[src/design/dcss_pkg.sv]
// Shared types and constants of the double-clap stepper switch.
package dcss_pkg;

    localparam int SAMPLE_BITS = 10;
    localparam int GAP_BITS    = 12;
    localparam int THRESH_BITS = 10;
    localparam int PULSE_BITS  = 8;
    localparam int ROUND_BITS  = 8;
    localparam int COIL_BITS   = 4;
    localparam int PHASE_BITS  = 2;
    localparam int CFG_IDX_BITS = 3;
    localparam int CFG_DATA_BITS = (GAP_BITS > THRESH_BITS) ? GAP_BITS : THRESH_BITS;
    localparam int CMP_BITS = (SAMPLE_BITS > THRESH_BITS) ? SAMPLE_BITS : THRESH_BITS;

    localparam logic [THRESH_BITS-1:0] HIGH_THR_RST    = THRESH_BITS'(750);
    localparam logic [THRESH_BITS-1:0] LOW_THR_RST     = THRESH_BITS'(400);
    localparam logic [PULSE_BITS-1:0]  PULSE_WIN_RST   = PULSE_BITS'(10);
    localparam logic [GAP_BITS-1:0]    GAP_WIN_RST     = GAP_BITS'(300);
    localparam logic [ROUND_BITS-1:0]  RUN_ROUNDS_RST  = ROUND_BITS'(30);

    typedef enum logic [1:0] {
        DET_IDLE   = 2'd0,
        DET_FIRST  = 2'd1,
        DET_GAP    = 2'd2,
        DET_SECOND = 2'd3
    } t_detect;

    typedef enum logic [CFG_IDX_BITS-1:0] {
        CFG_HIGH_THR   = 3'd0,
        CFG_LOW_THR    = 3'd1,
        CFG_PULSE_WIN  = 3'd2,
        CFG_GAP_WIN    = 3'd3,
        CFG_RUN_ROUNDS = 3'd4
    } t_cfg_reg;

endpackage

[src/design/double_clap_stepper_switch.sv]
// Double-clap detector that drives a four-coil stepper and a light flag.
//
//  channel  | valid            | ready            | payload
//  ---------+------------------+------------------+-----------------------------------------
//  sample   | i_sample_valid   | o_sample_ready   | i_sample
//  result   | o_result_valid   | i_result_ready   | o_coil_drive o_light_on o_moving o_reverse
//  config   | i_cfg_we         | (none)           | i_cfg_index i_cfg_data
//
// One sample word in, one registered result word out; a new word is
// taken every cycle the result register is empty or being drained.
// Detector and motor state update in the cycle a sample is taken, all compares
// and counter steps sit between the state registers and the result register.
// Synchronous reset clears control state and loads the register defaults.
// A stalled result holds; the sample side stalls only while it is held.
module double_clap_stepper_switch (
    input  logic                                i_clk,
    input  logic                                i_rst_n,
    input  logic                                i_sample_valid,
    output logic                                o_sample_ready,
    input  logic [dcss_pkg::SAMPLE_BITS-1:0]    i_sample,
    output logic                                o_result_valid,
    input  logic                                i_result_ready,
    output logic [dcss_pkg::COIL_BITS-1:0]      o_coil_drive,
    output logic                                o_light_on,
    output logic                                o_moving,
    output logic                                o_reverse,
    input  logic                                i_cfg_we,
    input  logic [dcss_pkg::CFG_IDX_BITS-1:0]   i_cfg_index,
    input  logic [dcss_pkg::CFG_DATA_BITS-1:0]  i_cfg_data
);
    import dcss_pkg::*;

    // configuration registers
    logic [THRESH_BITS-1:0] r_high_thr;
    logic [THRESH_BITS-1:0] r_low_thr;
    logic [PULSE_BITS-1:0]  r_pulse_win;
    logic [GAP_BITS-1:0]    r_gap_win;
    logic [ROUND_BITS-1:0]  r_run_rounds;

    // detector and motor state
    t_detect                r_detect, n_detect;
    logic [GAP_BITS-1:0]    r_window_count, n_window_count;
    logic                   r_light, n_light;
    logic                   r_run_active, n_run_active;
    logic                   r_run_dir, n_run_dir;
    logic [PHASE_BITS-1:0]  r_phase, n_phase;
    logic [ROUND_BITS-1:0]  r_round, n_round;

    // result register
    logic                   r_out_valid, n_out_valid;
    logic [COIL_BITS-1:0]   r_coil, n_coil;
    logic                   r_light_out, n_light_out;
    logic                   r_moving, n_moving;
    logic                   r_reverse, n_reverse;

    logic                   accept;
    logic                   above_high;
    logic                   below_low;
    logic [GAP_BITS-1:0]    count_inc;
    logic [GAP_BITS-1:0]    pulse_limit;
    logic                   pulse_out;
    logic                   gap_out;
    logic [PHASE_BITS-1:0]  phase_sel;
    logic [ROUND_BITS-1:0]  round_inc;

    assign o_sample_ready = !r_out_valid || i_result_ready;
    assign accept         = i_sample_valid && o_sample_ready;

    always_ff @(posedge i_clk) begin
        if (!i_rst_n) begin
            r_high_thr   <= HIGH_THR_RST;
            r_low_thr    <= LOW_THR_RST;
            r_pulse_win  <= PULSE_WIN_RST;
            r_gap_win    <= GAP_WIN_RST;
            r_run_rounds <= RUN_ROUNDS_RST;
        end else if (i_cfg_we) begin
            unique case (i_cfg_index)
                CFG_HIGH_THR:   r_high_thr   <= i_cfg_data[THRESH_BITS-1:0];
                CFG_LOW_THR:    r_low_thr    <= i_cfg_data[THRESH_BITS-1:0];
                CFG_PULSE_WIN:  r_pulse_win  <= i_cfg_data[PULSE_BITS-1:0];
                CFG_GAP_WIN:    r_gap_win    <= i_cfg_data[GAP_BITS-1:0];
                CFG_RUN_ROUNDS: r_run_rounds <= i_cfg_data[ROUND_BITS-1:0];
                default: ;
            endcase
        end
    end

    assign above_high  = CMP_BITS'(i_sample) > CMP_BITS'(r_high_thr);
    assign below_low   = CMP_BITS'(i_sample) < CMP_BITS'(r_low_thr);
    assign count_inc   = r_window_count + GAP_BITS'(1);
    assign pulse_limit = GAP_BITS'(r_pulse_win);
    // a zero window runs out at once, same as a window of one
    assign pulse_out   = count_inc >= pulse_limit;
    assign gap_out     = count_inc >= r_gap_win;
    assign phase_sel   = r_run_dir ? (PHASE_BITS'(3) - r_phase) : r_phase;
    assign round_inc   = r_round + ROUND_BITS'(1);

    always_ff @(posedge i_clk) begin
        if (!i_rst_n) begin
            r_detect       <= DET_IDLE;
            r_window_count <= '0;
            r_light        <= 1'b0;
            r_run_active   <= 1'b0;
            r_run_dir      <= 1'b0;
            r_phase        <= '0;
            r_round        <= '0;
            r_out_valid    <= 1'b0;
        end else begin
            r_detect       <= n_detect;
            r_window_count <= n_window_count;
            r_light        <= n_light;
            r_run_active   <= n_run_active;
            r_run_dir      <= n_run_dir;
            r_phase        <= n_phase;
            r_round        <= n_round;
            r_out_valid    <= n_out_valid;
        end
    end

    always_ff @(posedge i_clk) begin
        r_coil      <= n_coil;
        r_light_out <= n_light_out;
        r_moving    <= n_moving;
        r_reverse   <= n_reverse;
    end

    always_comb begin
        n_detect       = r_detect;
        n_window_count = r_window_count;
        n_light        = r_light;
        n_run_active   = r_run_active;
        n_run_dir      = r_run_dir;
        n_phase        = r_phase;
        n_round        = r_round;
        n_out_valid    = r_out_valid && !i_result_ready;
        n_coil         = r_coil;
        n_light_out    = r_light_out;
        n_moving       = r_moving;
        n_reverse      = r_reverse;

        if (accept) begin
            n_out_valid = 1'b1;
            n_coil      = '0;
            n_moving    = 1'b0;
            n_reverse   = 1'b0;
            if (r_run_active) begin
                // step one coil phase; samples are dropped while running
                n_coil    = COIL_BITS'(1) << phase_sel;
                n_moving  = 1'b1;
                n_reverse = r_run_dir;
                n_phase   = r_phase + PHASE_BITS'(1);
                if (r_phase == PHASE_BITS'(3)) begin
                    n_round = round_inc;
                    if (round_inc == r_run_rounds) begin
                        n_run_active = 1'b0;
                        n_round      = '0;
                        n_light      = !r_light;
                    end
                end
            end else begin
                unique case (r_detect)
                    DET_IDLE: begin
                        if (above_high) begin
                            n_detect       = DET_FIRST;
                            n_window_count = '0;
                        end
                    end
                    DET_FIRST: begin
                        if (below_low) begin
                            n_detect       = DET_GAP;
                            n_window_count = '0;
                        end else if (pulse_out) begin
                            n_detect       = DET_IDLE;
                            n_window_count = '0;
                        end else begin
                            n_window_count = count_inc;
                        end
                    end
                    DET_GAP: begin
                        if (above_high) begin
                            n_detect       = DET_SECOND;
                            n_window_count = '0;
                        end else if (gap_out) begin
                            n_detect       = DET_IDLE;
                            n_window_count = '0;
                        end else begin
                            n_window_count = count_inc;
                        end
                    end
                    DET_SECOND: begin
                        if (below_low) begin
                            // double clap seen: start the run on the next word
                            n_detect       = DET_IDLE;
                            n_window_count = '0;
                            n_run_active   = 1'b1;
                            n_run_dir      = r_light;
                            n_phase        = '0;
                            n_round        = '0;
                        end else if (pulse_out) begin
                            n_detect       = DET_IDLE;
                            n_window_count = '0;
                        end else begin
                            n_window_count = count_inc;
                        end
                    end
                    default: begin
                        n_detect       = DET_IDLE;
                        n_window_count = '0;
                    end
                endcase
            end
            n_light_out = n_light;
        end
    end

    assign o_result_valid = r_out_valid;
    assign o_coil_drive   = r_coil;
    assign o_light_on     = r_light_out;
    assign o_moving       = r_moving;
    assign o_reverse      = r_reverse;

endmodule

[config.mk]
export PLATFORM = sky130hd
export DESIGN_NAME = double_clap_stepper_switch
export DESIGN_NICKNAME = d
export VERILOG_FILES = /design/src/design/dcss_pkg.sv /design/src/design/double_clap_stepper_switch.sv
export SDC_FILE = /design/constraint.sdc
export NUM_CORES = 1
export LEC_CHECK = 0
export BUFFER_PORTS_ARGS = -buffer_cell sky130_fd_sc_hd__buf_2
export CORE_MARGIN = 5
export CORE_UTILIZATION = 35
export CTS_CLUSTER_DIAMETER = 50
export DETAILED_ROUTE_END_ITERATION = 8
export SETUP_SLACK_MARGIN = 0.5
export SYNTH_ARGS = -nofsm -noshare
export SYNTH_HDL_FRONTEND = slang
export SYNTH_SLANG_ARGS = --single-unit
[constraint.sdc]
create_clock -name i_clk -period 7.4 [get_ports i_clk]
set_clock_uncertainty 0.1 [all_clocks]
set_input_delay 0.74 -clock i_clk [delete_from_list [all_inputs] [get_ports i_clk]]
set_output_delay 0.74 -clock i_clk [all_outputs]
set_load 0.005 [all_outputs]
=== Word-level counts from Yosys, hierarchy flattened ===
Cells that the tools add are included.

* Input bits: 30
* Flip-flop bits (word level): 83
* Output and inout bits: 9
* Word-level logic and storage cells: 92

* Shifts and indexed selects: 1
* Add/subtract/negate cells: 4
* Eq/ne operators: 12
* Magnitude comparators: 4
* Bitwise operators: 1
* Mux-type cells: 32
* Reduce and logical (&&, ||, !) cells: 21

{| class="wikitable"
|+ Operator list
! operator !! count
|-
| $mux W12 || 5
|-
| $mux W8 || 5
|-
| $pmux W12 S3 || 1
|-
| $mux W2 || 10
|-
| $add A12 B1 Y12 const B || 1
|-
| $ge A12 B12 Y1 || 1
|-
| $ge A12 B8 Y1 || 1
|-
| $reduce_and A4 Y1 || 3
|-
| $gt A10 B10 Y1 || 1
|-
| $lt A10 B10 Y1 || 1
|-
| $mux W1 || 10
|-
| $reduce_and A2 Y1 || 5
|-
| $add A8 B1 Y8 const B || 1
|-
| $eq A8 B8 Y1 || 1
|-
| $pmux W2 S4 || 1
|-
| $eq A2 B2 Y1 const B || 3
|-
| $eq A3 B2 Y1 const B || 2
|-
| $reduce_and A3 Y1 || 2
|-
| $reduce_bool A2 Y1 || 2
|-
| $shl A1 B2 Y4 const A || 1
|-
| $eq A3 B1 Y1 const B || 1
|-
| $eq A3 B3 Y1 const B || 1
|-
| $logic_not A1 Y1 || 3
|-
| $logic_not A3 Y1 || 1
|-
| 11 further kinds || 12
|}

=== Depth between registers and ports, before layout ===
* Depth after elaboration: 5
* Gate-level depth with buffers: 14

=== Worst setup path before layout ===
Ideal clock, no wire load.

* Kind: flip-flop to flip-flop
* From: register r_window_count[0]
* To: register r_window_count[5]
* Cell stages (with the launch flop): 11
* Clock period less this slack: 2.709 ns
* Arrival: 2.487 ns
* Path slack: 4.691 ns
* Data required time: 7.178 ns
* Library setup time: 0.122 ns
* Buffers on the path: 0
* Cells stage by stage: dfxtp_1 > ha_1 > nand3_1 > xnor2_1 > ha_1 > nand3_1 > o31a_1 > o21ai_1 > o32a_4 > nor2_4 > a221o_1

* Word-level cells in the longest chain between the ends: 5

{| class="wikitable"
|+ Ends and longest elaborated chain
! element !! RTL line !! source
|-
| from (decl) || double_clap_stepper_switch.sv:42 || <nowiki>logic [GAP_BITS-1:0] r_window_count, n_window_count;</nowiki>
|-
| from (signal assigned) || double_clap_stepper_switch.sv:110 || <nowiki>r_window_count <= n_window_count;</nowiki>
|-
| $add A12 B1 Y12 * || double_clap_stepper_switch.sv:90 || <nowiki>assign count_inc = r_window_count + GAP_BITS'(1);</nowiki>
|-
| $ge A12 B8 Y1 or $ge A12 B12 Y1 (tied branches) || double_clap_stepper_switch.sv:93, double_clap_stepper_switch.sv:94 ||
|-
| $mux W12 (on tied branches) || double_clap_stepper_switch.sv:172, double_clap_stepper_switch.sv:199, double_clap_stepper_switch.sv:183 ||
|-
| $mux W12 (on tied branches) || double_clap_stepper_switch.sv:169, double_clap_stepper_switch.sv:180 ||
|-
| $pmux W12 S3 * || double_clap_stepper_switch.sv:161 || <nowiki>unique case (r_detect)</nowiki>
|}

Mark *: on every way between the ends. The rest lies on a longest branch, timed or not.
A chain may end at the register's enable or synchronous reset.

=== Worst setup path after layout ===
* From: register r_window_count[0]
* To: register r_window_count[2]

The elaborated chain is that of the path after synthesis.

==> impl_metrics.csv <==
group,metric,value,unit
run_status,status,"finished, final reports clean",
yosys,yosys_warnings,0,
global_routing,grt_first_pass_wirelength,19.3,mm
sta,hold_viol_final,0,
yosys,synthCells,584,
yosys,synthTopCellsByArea,"dfxtp_1 (32%), ha_1 (11%), nand2_1 (8.3%)",
power,fin_total_pwr,1.02,mW
die,die-area,0.0160,mm2
detailed_routing,antenna_left,0,
worst_setup_path,r2r-end,"r_window_count[2]",
global_routing,grt_pass1_vias,3957,
global_routing,antenna_found_initial,0,
yosys,synth_edf_count,7,
detailed_routing,post-route-drc-count,0,
yosys,synth.distinct_cells,64,
die,core_area,0.0132,mm2
placed_design,gp_congestion,0.856,
die,start_util,0.358,
worst_setup_path,regToRegStartpoint,"r_window_count[0]",
placed_design,dp_hpwl,8.49,mm
worst_setup_path,critPathMaxStageDelay,0.49,ns
yosys,avgSynthCellArea,8.11,um2
yosys,syn_area,0.00473,mm2
die,fp.dieH,126,um
sta,final_max_slew_viol_count,0,
worst_setup_path,arrival,3.37,ns
worst_hold_path,min_from,"r_pulse_win[2]",
detailed_routing,viasPerCell,5.28,
yosys,synth-seq-cells,83,
sta,slew_headroom,0.431,
clocking,htree_levels,3,
cells_and_area,nets,680,
clocking,cts_max_path_buffers,2,
yosys,yosysSeqAreaShare,0.366,
yosys,syn_nets,656,
power,max-vdd-ir-drop,149,uV
worst_setup_path,reg2reg_slack,4.22,ns
cells_and_area,area_growth,12.9,%
sta,fin_setup_tns,0,ns
worst_setup_path,ff2ff_path_depth,11,
clocking,numCtsBuffers,9,
power,power_density,191,mW/mm2
yosys,synth_common_cells,"nand2_1 (105), dfxtp_1 (76), a21oi_1 (49)",
yosys,synth.most_common_cell,"nand2_1",
worst_setup_path,crit_path_frequent_cell,"ha_1",
worst_setup_path,startpoint_type,"register",
worst_setup_path,critPathCaptureType,"register",
detailed_routing,vias,4166,
worst_hold_path,hold_class,"register to register",
clocking,clock_latency,0.35,ns
global_routing,grt_max_degree,44,
job,cap_viol_max_count,0,
placed_design,place_ws,4.23,ns
die,rows,42,
worst_setup_path,cp.required,7.59,ns
clocking,cts_setup_buffers,0,
sta,setup_ws,4.22,ns
die,die_x,126,um
cells_and_area,antennaDiodeCount,0,
detailed_routing,drtPass1Iterations,5,
sta,rsz0062_at_grt,"false",
sta,worstMarginPinSlew,0.851,ns
clocking,cts.repair.resized,0,
worst_setup_path,cp_max_fo,7,
cells_and_area,drive_above_1_share,0.108,
worst_hold_path,whs_endpoint,"r_pulse_win[2]",
clocking,cts_root_buf,"clkbuf_16",
power,p_leak,2.22,nW
sta,period_needed,3.18,ns
placed_design,io_buffers,38,
sta,setup_viol,0,
detailed_routing,drt_iter0_markers,208,
yosys,synth_top_area_share,0.321,
yosys,ys.flop_type,"dfxtp_1",
clocking,hold_buffers,0,
clocking,cts.sinks,83,
global_routing,grt_overflow,0,
detailed_routing,wl_per_cell,14.5,um
clocking,clk_pin_slew,0.07,ns
clocking,cts_tree,"done",
cells_and_area,n_fill_cell,1334,
sta,whs,0.356,ns
yosys,async_flop_share,0,
sta,fmax,314,MHz
global_routing,grt_usage,0.149,
sta,timing.final.crit_share,0.430,
die,boundaryPins,39,
worst_setup_path,critical_path_class,"register to register",
worst_setup_path,crit_slowest_cell,"dfxtp_1",
detailed_routing,routed_wl,11.4,mm
yosys,synth.largest_area_cell,"dfxtp_1",
worst_hold_path,holdPathStages,2,
worst_setup_path,cp_cell_sequence,"ha_1 > nand3_1 > nor3_1 > xor2_1 > ha_1 > a21o_1 > a21oi_1 > o21ai_1 > o32a_4 > nor4b_2 > a221o_1",
==> flip-flops by register name, summed over array words and instances, names as in the netlist <==
signal          flops
o_coil_drive        4
o_light_on          1
o_moving            1
o_result_valid      1
o_reverse           1
r_detect            2
r_gap_win          12
r_high_thr         10
r_light             1
r_low_thr          10
r_phase             2
r_pulse_win         8
r_round             8
r_run_active        1
r_run_dir           1
r_run_rounds        8
r_window_count     12
==> metrics by stage <==
step | util | cells | area, um2
after floorplan | - | 584 | 4730
after global placement | 0.379 | 773 | 5020
after detailed placement | 0.379 | 773 | 5020
after CTS | 0.404 | 789 | 5350
after global routing | 0.404 | 789 | 5350
final | 0.404 | 789 | 5350
==> per-layer routing <==
metal,up-vias,track usage,wire length [um]
li1,2091,-,-
met1,1946,0.199,5640
met2,113,0.230,5010
met3,16,0.0462,595
met4,0,0.0467,195
met5,-,0,0
==> power by group <==
part / internal (mW) / switching, mW
Clock: 0.285 / 0.194
Sequential: 0.462 / 0.00413
Combinational: 0.0268 / 0.0486
Total: 0.773 / 0.246
==> cells in the final DEF (no fill, tap or decap), types with 9 or more instances in the layout <==
master / count
a21oi_1: 49
buf_2: 38
clkbuf_16: 10
dfxtp_1: 76
ha_1: 42
inv_1: 44
nand2_1: 105
nand3_1: 26
nor2_1: 31
nor3_1: 12
o211ai_1: 17
o21ai_0: 15
xnor2_1: 11
xor2_1: 9
==> area by class of cell <==
class / instances / area [um2] / area share
Sequential cell: 83 / 1730 / 0.324
Multi-Input combinational cell: 429 / 2700 / 0.505
Inverter: 46 / 173 / 0.0323
Tap cell: 176 / 220 / 0.0412
Clock buffer: 10 / 250 / 0.0468
Clock inverter: 6 / 71.3 / 0.0133
Timing Repair Buffer: 39 / 198 / 0.0370
==> cells by family (layout without fill, tap and decap cells) <==
| logic type | after synthesis | in the layout | share of synthesized area |
|---|---|---|---|
| AND/OR/NAND/NOR | 231 | 231 | 0.236 |
| flip-flops | 83 | 83 | 0.366 |
| multiplexers | 3 | 3 | 0.00661 |
| adder cells (fa/ha/maj) | 42 | 42 | 0.111 |
| buffers and inverters | 72 | 101 | 0.0637 |
| AO/OA/AOI/OAI | 133 | 133 | 0.180 |
| XOR/XNOR | 20 | 20 | 0.0370 |
==> how the worst max path moves through the flow <==
stage                                   end  depth (start not counted)               from
final                     r_window_count[2]                         11  r_window_count[0]
after CTS                 r_window_count[2]                         11  r_window_count[0]
after floorplan           r_window_count[5]                         10  r_window_count[0]
after detailed placement  r_window_count[6]                          9        i_sample[9]
after global routing      r_window_count[2]                         11  r_window_count[0]
after global placement    r_window_count[2]                          9        i_sample[7]
==> critical path: cells and delay by family (launching register included) <==
family | cells | cell delay (ns)
AO/OA/AOI/OAI | 5 | 0.86
XOR/XNOR | 1 | 0.26
AND/OR/NAND/NOR | 3 | 0.77
adder cells (fa/ha/maj) | 2 | 0.62
flip-flops | 1 | 0.49
(Power assumes the default switching activity.)
